**src/rtl/srs_pkg.sv**
```systemverilog
// Shared types and constants for the step rate steering block.
package srs_pkg;

	localparam int REG_IDX_W = 3;
	localparam int FRAC_BITS = 8;

	typedef enum logic [REG_IDX_W-1:0] {
		REG_STEP_ORIGIN = 3'd0,
		REG_LP_CLOCK_HZ = 3'd1,
		REG_PARK_RATE   = 3'd2,
		REG_MIN_CYCLES  = 3'd3,
		REG_TRACK_GAIN  = 3'd4,
		REG_DEADBAND    = 3'd5
	} reg_idx_t;

	typedef enum logic [3:0] {
		ST_IDLE,
		ST_PREP,
		ST_MUL_FF,
		ST_DIV_FF,
		ST_SPEED,
		ST_CHECK,
		ST_DIV_PER,
		ST_FINISH,
		ST_OUT
	} state_t;

	typedef struct packed {
		logic load;
		logic prep;
		logic mul_ff;
		logic div_start;
		logic div_sel_per;
		logic speed;
		logic check;
		logic finish;
	} cmd_t;

	typedef struct packed {
		logic div_done;
		logic do_period;
		logic estop;
	} sts_t;

endpackage

```
**src/rtl/srs_div.sv**
```systemverilog
// Restoring divider, one quotient bit per cycle.
module srs_div import srs_pkg::*; #(
	parameter int NW = 64,
	parameter int DW = 48
) (
	input  logic          clk,
	input  logic          arst_n,
	input  logic          start,
	input  logic [NW-1:0] num,
	input  logic [DW-1:0] den,
	output logic [NW-1:0] quo,
	output logic          done
);
	localparam int CW = $clog2(NW + 1);

	logic [NW-1:0] quo_q;
	logic [DW:0]   rem_q;
	logic [DW-1:0] den_q;
	logic [CW-1:0] cnt_q;
	logic          busy_q;
	logic          done_q;
	logic [DW:0]   trial;
	logic [DW+1:0] diff;

	assign trial = {rem_q[DW-1:0], quo_q[NW-1]};
	assign diff  = {1'b0, trial} - {2'b00, den_q};

	always_ff @(posedge clk or negedge arst_n) begin
		if (!arst_n) begin
			busy_q <= 1'b0;
			done_q <= 1'b0;
			cnt_q  <= '0;
		end else begin
			done_q <= 1'b0;
			if (start) begin
				busy_q <= 1'b1;
				cnt_q  <= CW'(NW);
			end else if (busy_q) begin
				cnt_q <= cnt_q - 1'b1;
				if (cnt_q == CW'(1)) begin
					busy_q <= 1'b0;
					done_q <= 1'b1;
				end
			end
		end
	end

	always_ff @(posedge clk) begin
		if (start) begin
			quo_q <= num;
			rem_q <= '0;
			den_q <= den;
		end else if (busy_q) begin
			if (!diff[DW+1]) begin
				rem_q <= diff[DW:0];
				quo_q <= {quo_q[NW-2:0], 1'b1};
			end else begin
				rem_q <= trial;
				quo_q <= {quo_q[NW-2:0], 1'b0};
			end
		end
	end

	assign quo  = quo_q;
	assign done = done_q;
endmodule

```
**src/rtl/srs_datapath.sv**
```systemverilog
// Datapath: registers, state, feedforward, speed and period arithmetic.
module srs_datapath import srs_pkg::*; (
	input  logic                 clk,
	input  logic                 arst_n,
	input  cmd_t                 cmd,
	output sts_t                 sts,
	input  logic                 cfg_valid,
	input  logic [REG_IDX_W-1:0] cfg_index,
	input  logic [31:0]          cfg_data,
	input  logic [31:0]          plan_position,
	input  logic [31:0]          step_count,
	input  logic [19:0]          elapsed_us,
	input  logic                 estop,
	input  logic                 reseed,
	output logic [31:0]          step_period_q8,
	output logic                 move_dir,
	output logic                 clamp_fault,
	output logic [31:0]          fault_total
);
	localparam int MW = 32 + FRAC_BITS + 2;
	localparam int NW = 27 + 2 * FRAC_BITS + 1;
	localparam int DNW = (NW > 53) ? NW : 53;
	localparam logic [45:0] CAP = 46'(1) << 44;

	logic signed [31:0] origin_q;
	logic [26:0]        hz_q;
	logic [15:0]        park_q;
	logic [9:0]         minc_q;
	logic [7:0]         gain_q;
	logic [15:0]        dband_q;

	logic signed [31:0] prev_q;
	logic               dir_q;
	logic [31:0]        fcnt_q;

	logic signed [31:0] plan_q;
	logic [19:0]        el_q;
	logic               estop_q;
	logic signed [MW-1:0] meas_q;
	logic signed [33:0] diff_q;
	logic [32:0]        dmag_q;
	logic [52:0]        ffnum_q;
	logic signed [MW:0] err_q;
	logic signed [MW+9:0] corr_q;
	logic               use_corr_q;
	logic signed [55:0] v_q;
	logic [44:0]        mag_q;
	logic               go_q;
	logic               floor_q;
	logic [31:0]        period_q;
	logic               clamp_q;

	logic [DNW-1:0] dnum;
	logic [44:0]    dden;
	logic [DNW-1:0] dquo;
	logic           ddone;

	logic [31:0]          rawd;
	logic signed [MW-1:0] meas_c;
	logic signed [31:0]   base_c;
	logic signed [MW-1:0] sat_c;
	logic signed [55:0]   ff_c;
	logic signed [55:0]   v_c;
	logic [55:0]          vabs_c;
	logic [9:0]           mc_c;
	logic [NW-1:0]        e2_c;
	logic [DNW-1:0]       per_c;

	assign rawd   = step_count - origin_q;
	assign meas_c = MW'($signed(rawd)) <<< FRAC_BITS;
	assign sat_c  = (meas_c > MW'(32'sh7FFFFFFF)) ? MW'(32'sh7FFFFFFF) :
	                (meas_c < -MW'(64'sh80000000)) ? -MW'(64'sh80000000) : meas_c;
	assign base_c = reseed ? 32'(sat_c) : prev_q;

	assign ff_c   = diff_q[33] ? -$signed({3'b000, dquo[52:0]}) : $signed({3'b000, dquo[52:0]});
	assign v_c    = ff_c + (use_corr_q ? 56'(corr_q) : 56'sd0);
	assign vabs_c = v_q[55] ? 56'(-v_q) : 56'(v_q);
	assign mc_c   = (minc_q == '0) ? 10'd1 : minc_q;
	assign e2_c   = NW'(hz_q) << (2 * FRAC_BITS);
	assign per_c  = dquo;

	always_comb begin
		if (cmd.div_sel_per) begin
			dnum = DNW'(e2_c) + DNW'(mag_q >> 1);
			dden = mag_q;
		end else begin
			dnum = DNW'(ffnum_q) + DNW'(el_q >> 1);
			dden = 45'(el_q);
		end
	end

	srs_div #(.NW(DNW), .DW(45)) u_div (
		.clk(clk), .arst_n(arst_n), .start(cmd.div_start),
		.num(dnum), .den(dden), .quo(dquo), .done(ddone)
	);

	always_ff @(posedge clk or negedge arst_n) begin
		if (!arst_n) begin
			origin_q <= '0;
			hz_q     <= 27'd40000000;
			park_q   <= 16'd614;
			minc_q   <= 10'd40;
			gain_q   <= 8'd50;
			dband_q  <= 16'd256;
			prev_q   <= '0;
			dir_q    <= 1'b1;
			fcnt_q   <= '0;
			period_q <= '0;
			clamp_q  <= 1'b0;
		end else begin
			if (cfg_valid) begin
				case (cfg_index)
					REG_STEP_ORIGIN: origin_q <= cfg_data;
					REG_LP_CLOCK_HZ: hz_q     <= cfg_data[26:0];
					REG_PARK_RATE:   park_q   <= cfg_data[15:0];
					REG_MIN_CYCLES:  minc_q   <= cfg_data[9:0];
					REG_TRACK_GAIN:  gain_q   <= cfg_data[7:0];
					REG_DEADBAND:    dband_q  <= cfg_data[15:0];
					default: ;
				endcase
			end
			if (cmd.load) begin
				period_q <= '0;
				clamp_q  <= 1'b0;
				if (!estop) prev_q <= plan_position;
			end
			if (cmd.finish && go_q) begin
				dir_q <= ~v_q[55];
				if (floor_q) begin
					period_q <= 32'(mc_c) << FRAC_BITS;
					clamp_q  <= 1'b1;
					fcnt_q   <= fcnt_q + 1'b1;
				end else begin
					period_q <= (per_c > DNW'(32'hFFFFFFFF)) ? 32'hFFFFFFFF : 32'(per_c);
				end
			end
		end
	end

	always_ff @(posedge clk) begin
		if (cmd.load) begin
			plan_q  <= plan_position;
			el_q    <= (elapsed_us == '0) ? 20'd1 : elapsed_us;
			estop_q <= estop;
			meas_q  <= meas_c;
			diff_q  <= 34'($signed(plan_position)) - 34'(base_c);
		end
		if (cmd.prep) begin
			dmag_q     <= diff_q[33] ? 33'(-diff_q) : 33'(diff_q);
			err_q      <= (MW + 1)'(plan_q) - (MW + 1)'(meas_q);
			use_corr_q <= 1'b0;
		end
		if (cmd.mul_ff) begin
			ffnum_q    <= 53'(dmag_q) * 53'd1000000;
			corr_q     <= (MW + 10)'(err_q) * $signed({1'b0, gain_q});
			use_corr_q <= (err_q[MW] ? -err_q : err_q) > (MW + 1)'(dband_q);
		end
		if (cmd.speed) v_q <= v_c;
		if (cmd.check) begin
			mag_q <= (vabs_c > 56'(CAP)) ? 45'(CAP) : 45'(vabs_c);
			go_q  <= 1'b0;
		end
		if (cmd.div_start && cmd.div_sel_per) begin
			go_q    <= (mag_q != '0) && (mag_q >= 45'(park_q));
			floor_q <= (64'(hz_q) << FRAC_BITS) < 64'(mc_c) * 64'(mag_q);
		end
	end

	assign sts.div_done  = ddone;
	assign sts.do_period = 1'b1;
	assign sts.estop     = estop_q;

	assign step_period_q8 = period_q;
	assign move_dir       = dir_q;
	assign clamp_fault    = clamp_q;
	assign fault_total    = fcnt_q;
endmodule

```
**src/rtl/srs_ctrl.sv**
```systemverilog
// Controller state machine sequencing one tick through the datapath.
module srs_ctrl import srs_pkg::*; (
	input  logic clk,
	input  logic arst_n,
	input  logic in_valid,
	output logic in_ready,
	output logic out_valid,
	input  logic out_ready,
	output cmd_t cmd,
	input  sts_t sts
);
	state_t state_q, state_d;

	always_ff @(posedge clk or negedge arst_n) begin
		if (!arst_n) state_q <= ST_IDLE;
		else state_q <= state_d;
	end

	always_comb begin
		state_d   = state_q;
		cmd       = '0;
		in_ready  = 1'b0;
		out_valid = 1'b0;
		case (state_q)
			ST_IDLE: begin
				in_ready = 1'b1;
				if (in_valid) begin
					cmd.load = 1'b1;
					state_d  = ST_PREP;
				end
			end
			ST_PREP: begin
				if (sts.estop) state_d = ST_OUT;
				else begin
					cmd.prep = 1'b1;
					state_d  = ST_MUL_FF;
				end
			end
			ST_MUL_FF: begin
				cmd.mul_ff    = 1'b1;
				state_d       = ST_DIV_FF;
			end
			ST_DIV_FF: begin
				cmd.div_start = 1'b1;
				state_d       = ST_SPEED;
			end
			ST_SPEED: begin
				if (sts.div_done) begin
					cmd.speed = 1'b1;
					state_d   = ST_CHECK;
				end
			end
			ST_CHECK: begin
				cmd.check = 1'b1;
				state_d   = ST_DIV_PER;
			end
			ST_DIV_PER: begin
				cmd.div_start   = sts.do_period;
				cmd.div_sel_per = 1'b1;
				state_d         = ST_FINISH;
			end
			ST_FINISH: begin
				if (sts.div_done) begin
					cmd.finish = 1'b1;
					state_d    = ST_OUT;
				end
			end
			ST_OUT: begin
				out_valid = 1'b1;
				if (out_ready) state_d = ST_IDLE;
			end
			default: state_d = ST_IDLE;
		endcase
	end
endmodule

```
**src/rtl/step_rate_steering.sv**
```systemverilog
// Top level of the step rate steering block.
// One tick makes two passes through a shared 53-bit restoring divider, one
// quotient bit per cycle: first the feedforward velocity, then the period.
// An estop tick goes straight to the output and skips both divider passes.
// Results are held in output registers until transferred; the next tick
// is taken after the result transfer.
module step_rate_steering import srs_pkg::*; (
	input  logic                 clk,
	input  logic                 arst_n,
	input  logic                 in_valid,
	output logic                 in_ready,
	input  logic [31:0]          plan_position,
	input  logic [31:0]          step_count,
	input  logic [19:0]          elapsed_us,
	input  logic                 estop,
	input  logic                 reseed,
	output logic                 out_valid,
	input  logic                 out_ready,
	output logic [31:0]          step_period_q8,
	output logic                 move_dir,
	output logic                 clamp_fault,
	output logic [31:0]          fault_total,
	input  logic                 cfg_valid,
	output logic                 cfg_ready,
	input  logic [REG_IDX_W-1:0] cfg_index,
	input  logic [31:0]          cfg_data
);
	cmd_t cmd;
	sts_t sts;

	assign cfg_ready = 1'b1;

	srs_ctrl u_ctrl (
		.clk(clk), .arst_n(arst_n), .in_valid(in_valid), .in_ready(in_ready),
		.out_valid(out_valid), .out_ready(out_ready), .cmd(cmd), .sts(sts)
	);

	srs_datapath u_dp (
		.clk(clk), .arst_n(arst_n), .cmd(cmd), .sts(sts),
		.cfg_valid(cfg_valid), .cfg_index(cfg_index), .cfg_data(cfg_data),
		.plan_position(plan_position), .step_count(step_count),
		.elapsed_us(elapsed_us), .estop(estop), .reseed(reseed),
		.step_period_q8(step_period_q8), .move_dir(move_dir),
		.clamp_fault(clamp_fault), .fault_total(fault_total)
	);

	a_busy: assert property (@(posedge clk) disable iff (!arst_n)
		!(in_ready && out_valid)) else $error("ready while result pending");
	a_fault: assert property (@(posedge clk) disable iff (!arst_n)
		$rose(clamp_fault) |-> fault_total == $past(fault_total) + 32'd1)
		else $error("fault count not advanced");
	a_park: assert property (@(posedge clk) disable iff (!arst_n)
		out_valid && step_period_q8 == '0 |-> !clamp_fault)
		else $error("parked with clamp");
endmodule

```
**config.mk**
```make
export PLATFORM = sky130hd
export DESIGN_NAME = step_rate_steering
export DESIGN_NICKNAME = d
export VERILOG_FILES = /design/src/rtl/srs_pkg.sv /design/src/rtl/srs_div.sv /design/src/rtl/srs_datapath.sv /design/src/rtl/srs_ctrl.sv /design/src/rtl/step_rate_steering.sv
export SDC_FILE = /design/constraint.sdc
export NUM_CORES = 2
export LEC_CHECK = 0
export BUFFER_PORTS_ARGS = -buffer_cell sky130_fd_sc_hd__buf_4
export CAP_MARGIN = 20
export CORE_ASPECT_RATIO = 1.1
export CORE_MARGIN = 3
export CORE_UTILIZATION = 50
export CTS_BUF_LIST = sky130_fd_sc_hd__clkbuf_8
export DETAILED_ROUTE_END_ITERATION = 10
export PLACE_DENSITY = 0.67
export SYNTH_ARGS = -nofsm -noshare
export SYNTH_HDL_FRONTEND = slang
export SYNTH_SLANG_ARGS = --single-unit
export TNS_END_PERCENT = 100
```
**constraint.sdc**
```tcl
create_clock -name clk -period 12.3 [get_ports clk]
set_input_delay 2.46 -clock clk [delete_from_list [all_inputs] [get_ports clk]]
set_output_delay 2.46 -clock clk [all_outputs]
set_load 0.02 [all_outputs]
```
# --- After elaboration in Yosys (flattened, before gate mapping) ---
# Index checks and enable logic that the tools add are counted.
totals:
  regBits: 757
  in_bits: 126
  out_inout_bits: 69
  wordCells: 151
classes:
  n_eq_ne: 18
  magnitude_cmp: 7
  n_addsub: 13
  muxes: 53
  mul: 3
  n_reduce_logical: 22
  bitwise_logic: 2
ops:
  columns: ["op", "n"]
  rows:
  - ["$mux 32", 7]
  - ["$mux 56", 3]
  - ["$mux 53", 3]
  - ["$add 56x56->56", 1]
  - ["$gt 56x45->1 const B", 1]
  - ["$neg 53->56", 1]
  - ["$neg 56->56", 1]
  - ["$lt 35x55->1", 1]
  - ["$mul 10x45->55", 1]
  - ["$add 53x19->53", 1]
  - ["$gt 53x32->1 const B", 1]
  - ["$mul 41x9->50", 1]
  - ["$mul 33x14->47 const B", 1]
  - ["$sub 46x45->47", 1]
  - ["$add 43x44->45", 1]
  - ["$ge 45x16->1", 1]
  - ["$mux 45", 1]
  - ["$reduce_bool 45->1", 1]
  - ["$gt 43x16->1", 1]
  - ["$mux 43", 1]
  - ["$neg 43->43", 1]
  - ["$sub 32x40->41", 1]
  - ["$gt 40x32->1 const B", 1]
  - ["$lt 40x32->1 const B", 1]
  - ["32 further kinds", 84]

# --- Logic depth before layout (Yosys ltp) ---
depth:
  ltp_word: 6
  ltp_mapped: 34
  depth_no_buf: 32

# --- Hierarchy ---
# From an unflattened synthesis, not the netlist that was laid out.
hier_totals:
  cells_unflattened: 8282
  area_unflattened_um2: 78490.3
by_module_without_submodules:
  columns: ["mod", "area_per_inst_um2", "n_inst", "seq_area_each_um2", "cells_each"]
  rows:
  - ["srs_datapath", 69444.1, 1, 17006.3, 7411]
  - ["srs_div", 8650.8, 1, 4043.9, 828]
  - ["srs_ctrl", 384.1, 1, 100.1, 41]
  - ["step_rate_steering", 11.3, 1, 0.0, 2]

# --- Worst setup path before layout ---
# Ideal clock, no wire load.
synth_timing:
  path_kind: "register -> register"
  from: "register u_ctrl.state_q[0]"
  to: "register u_dp.use_corr_q (enable)"
  path_buffers: 2
  stages_incl_launch_ff: 6
  period_less_slack_ns: 9.066
  path_slack_ns: 3.234
  setup_time_ns: 0.330
  required_time_ns: 11.970
  arrival_time_ns: 8.736
  cell_sequence: "dfrtp_1 > clkbuf_1 > clkbuf_1 > nand2b_1 > nor4_1 > or2_2"
synth_rtl:
  columns: ["item", "line_no", "text"]
  rows:
  - ["start, declared", "srs_ctrl.sv:12", "state_t state_q, state_d;"]
  - ["start signal, assigned", "srs_ctrl.sv:16", "else state_q <= state_d;"]
  - ["end signal, assigned", "srs_datapath.sv:156", "use_corr_q <= (err_q[MW] ? -err_q : err_q) > (MW + 1)'(dband_q);"]
  - ["end, declared", "srs_datapath.sv:45", "logic use_corr_q;"]

# --- Final worst setup path ---
layout_timing:
  from: "register u_dp.minc_q[5]"
  to: "register u_dp.floor_q (data pin)"
layout_between:
  elab_chain_len: 4
layout_rtl:
  columns: ["item", "line_no", "text"]
  rows:
  - ["start, declared", "srs_datapath.sv:28", "logic [9:0] minc_q;"]
  - ["start signal, assigned", "srs_datapath.sv:116", "REG_MIN_CYCLES: minc_q <= cfg_data[9:0];"]
  - ["$logic_not 10->1", "srs_datapath.sv:78", "assign mc_c = (minc_q == '0) ? 10'd1 : minc_q;"]
  - ["$mux 10 (*)", "srs_datapath.sv:78", null]
  - ["$mul 10x45->55 (*)", "srs_datapath.sv:165", "floor_q <= (64'(hz_q) << FRAC_BITS) < 64'(mc_c) * 64'(mag_q);"]
  - ["$lt 35x55->1 (*)", "srs_datapath.sv:165", null]
  - ["end signal, assigned", "srs_datapath.sv:165", null]
  - ["end, declared", "srs_datapath.sv:49", "logic floor_q;"]
# Mark *: on every way between the ends. The rest lies on a longest branch, timed or not.
# A chain may end at the register's enable or synchronous reset.

==> run_results.csv <==
group,metric,value,unit
timing,rsz0062_at_grt,"false",
grt,grtUsageTotal,30.4,%
drt,first_iter_violations,5756,
placement,place_ws,2.44,ns
synthesis,synthFlopType,"edfxtp_1",
clocking,insertion_delay,0.93,ns
clocking,hold_buffers,0,
grt,antenna_found_initial,23,
die,initial_core_util,50.7,%
cells_and_area,seqCellArea,0.0212,mm²
clocking,cts_setup_buffers,0,
worst_setup_path,worstPathRequired,12.93,ns
die,die_x,384,µm
synthesis,yosys_register_bits,755,
timing,period_needed,10.00,ns
timing,maxSlewHeadroom,21.5,%
drt,drc,0,
synthesis,synth_warnings,0,
die,ios,195,
hold_path,hold_class,"reg2reg",
clocking,cts_root_buf,"clkbuf_8",
worst_setup_path,path_buf_inv,3,
timing,fin_tns_setup,0,ns
clocking,clockBufferDepth,3,
hold_path,min_from,"u_dp.plan_q[6]",
cells_and_area,num-nets-final,9917,
drt,dr_total_vias,62300,
synthesis,synth-compound-area-share,13.0,%
timing,worstMarginPinSlew,1.18,ns
cells_and_area,syn_to_final_growth,7.83,%
cells_and_area,fillCellCount,13900,
clocking,cts_resized,0,
synthesis,synth_mux_area_share,2.14,%
placement,place.gp.congestion,0.982,
synthesis,synth-edff-count,491,
timing,finalCritPeriodShare,81.3,%
die,die_height,422,µm
clocking,clk_pin_slew,0.06,ns
synthesis,synth_cells,8384,
drt,ant_nets,0,
placement,io_buffers,193,
synthesis,ys_types,97,
synthesis,synthXorXnorAreaFrac,5.88,%
drt,drtPass1Iterations,7,
timing,finalHoldViolCount,0,
die,num_rows,151,
worst_setup_path,worst-endpoint-arrival,10.63,ns
worst_setup_path,regToRegStartpoint,"u_dp.minc_q[5]",
synthesis,ys_seq_area_share,26.9,%
clocking,cts_buffers,139,
worst_setup_path,crit_top_cell,"fa_1",
drt,routedWlPerCell,23.3,µm
synthesis,synth_nets,9899,
die,coreArea,0.155,mm²
drt,routed_via_density,5.88,
worst_setup_path,cp_max_fo,48,
cells_and_area,drive_above_1_share,7.91,%
outcome,status,"finished, final reports clean",
worst_setup_path,critPathSlowestCell,"dfstp_2",
placement,dp_hpwl,194000,µm
clocking,htree_levels,4,
timing,finalClockSkew,0.0580,ns
worst_setup_path,crit_type,"reg2reg",
clocking,cts_tree,"done",
worst_setup_path,end_kind,"flop",
grt,overflow,0,
worst_setup_path,crit_start,"u_dp.minc_q[5]",
worst_setup_path,slowest_delay,1.31,ns
timing,setup_ws,2.30,ns
grt,grt_pass1_wl,376000,µm
drt,finalWirelength,247000,µm
die,die-area,0.162,mm²
synthesis,synth_top_family_by_area,"adder cells",
synthesis,syn_avg_cell_area,9.37,µm²
timing,slew_viol_final,0,
timing,fmax,100,MHz
clocking,cts_sinks,755,
flow_run,cap_violations,0,
synthesis,async_reset_ff_share,29.0,%
synthesis,synthAdderAreaFrac,29.2,%
synthesis,synthSimpleGateAreaFrac,15.9,%
synthesis,synth_area,0.0786,mm²
timing,finalSetupViolCount,0,
grt,grt_pass1_vias,61800,
worst_setup_path,critPathLaunchType,"flop",
cells_and_area,multi_input_comb_area,0.0521,mm²
grt,grt_start_max_net_pins,95,
worst_setup_path,cp_top_family,"adder cells",
Yosys cell counts, drive strengths merged, types with 20 or more instances:
library cell  number  area (µm²)
a211o             22         193
a211oi            43         323
a21boi            20         150
a21o             200        1500
a21oi            399        2000
a221oi            27         236
a31oi             52         325
and2             474        2970
and3              84         526
buf               21         103
clkbuf           371        1390
dfrtp            199        4980
dfstp             20         526
dfxtp             45         901
edfxtp           491       14700
fa               741       14800
ha               648        8110
inv             1052        3950
mux2              98        1100
mux2i             58         581
nand2            889        3340
nand2b            68         425
nand3            139         701
nand4             78         488
nor2             356        1340
nor2b             72         450
nor3             109         562
nor4              54         357
o211ai            50         375
o21a              70         526
o21ai            420        2110
o21bai            43         323
o31ai             65         493
o41ai             26         228
or2               26         163
or3               55         355
or4               34         274
xnor2            354        3100
xor2             174        1520
state kept, by name, summed over array words and instances, names as in the netlist, 33 cells and up:
register and flops:
u_dp.v_q 56, u_dp.u_div.quo 53, u_dp.corr_q 50, u_dp.ffnum_q 47, u_dp.mag_q 45, u_dp.u_div.den_q 45, u_dp.u_div.rem_q 45, u_dp.err_q 41
u_dp.diff_q 33, u_dp.dmag_q 33
metal layers:
| layer | share of wire, % | GRT usage [%] | vias to the layer above |
|---|---|---|---|
| met1 | 41 | 40.5 | 30900 |
| met3 | 7.7 | 5.63 | 513 |
| li1 | - | - | 28400 |
| met4 | 5.2 | 13.7 | 8 |
| met5 | 0.023 | 0 | - |
| met2 | 46 | 48.4 | 2441 |
kinds of logic (layout without fill, tap and decap cells):
| logic type | Yosys count | after routing |
|---|---|---|
| AO/OA/AOI/OAI | 1607 | 1607 |
| AND/OR/NAND/NOR | 2504 | 2504 |
| other | 1 | 18 |
| buffers and inverters | 1444 | 1579 |
| adder cells (fa/ha/maj) | 1389 | 1389 |
| multiplexers | 156 | 156 |
| XOR/XNOR | 528 | 528 |
| flip-flops | 755 | 755 |
worst register-to-register path, delay by kind of cell, from the launching register on:
| family | cells | cell delay, ns |
|---|---|---|
| adders and majority gates | 7 | 3.32 |
| AOI/OAI and AO/OA | 7 | 2.70 |
| and+or+nand+nor | 13 | 2.19 |
| DFF | 1 | 1.31 |
| xor gates and xnor gates | 1 | 0.09 |
| buffers and inverters | 3 | 0.16 |
cell usage in the layout (no fill, tap or decap), types with 98 or more instances in the layout:
master	synthesis	layout
and2_1	473	473
nand3_1	138	138
nand2_1	889	888
a21oi_1	399	399
buf_4	1	268
clkbuf_8	0	158
xor2_1	174	174
xnor2_1	354	354
inv_1	1051	1092
o21ai_0	414	414
ha_1	648	648
nor3_1	107	105
nor2_1	356	353
mux2_2	98	98
dfrtp_1	199	196
fa_1	741	741
edfxtp_1	491	491
a21o_1	200	200
path summary, 6_finish.rpt:
check                                  endpoint  slack [ns]  cells after the start
max                                u_dp.floor_q        2.30                     31
min in group asynchronous  u_dp.fault_total[27]        1.59                      1
min reg2reg                       u_dp.err_q[6]        0.42                      0
min                               u_dp.err_q[6]        0.42                      0
max reg2reg                        u_dp.floor_q        2.30                     31
max in group asynchronous        u_dp.prev_q[3]        8.32                      3
metrics by stage:
| step | instances | utilization, % | area (µm²) | hold WS (ns) |
|---|---|---|---|---|
| 2_1_floorplan | 8384 | - | 78600 | 0.400 |
| 3_3_place_gp | 10300 | 52.7 | 81800 | 0.411 |
| 3_5_place_dp | 10300 | 52.7 | 81800 | 0.411 |
| 4_1_cts | 10600 | 54.6 | 84700 | 0.425 |
| 5_1_grt | 10600 | 54.6 | 84700 | 0.439 |
| 6_report | 10600 | 54.6 | 84700 | 0.423 |
cell type report:
type,count,area share (%)
Multi-Input combinational cell,6185,61.5
Sequential cell,755,25.0
Inverter,1052,4.66
Tap cell,2065,3.05
Clock buffer,158,2.57
Timing Repair Buffer,269,2.39
Clock inverter,100,0.867
Antenna cell,17,0.0502
Power is not shown: default switching activity piles up to over one toggle a cycle in this logic, so the estimate is an artifact.
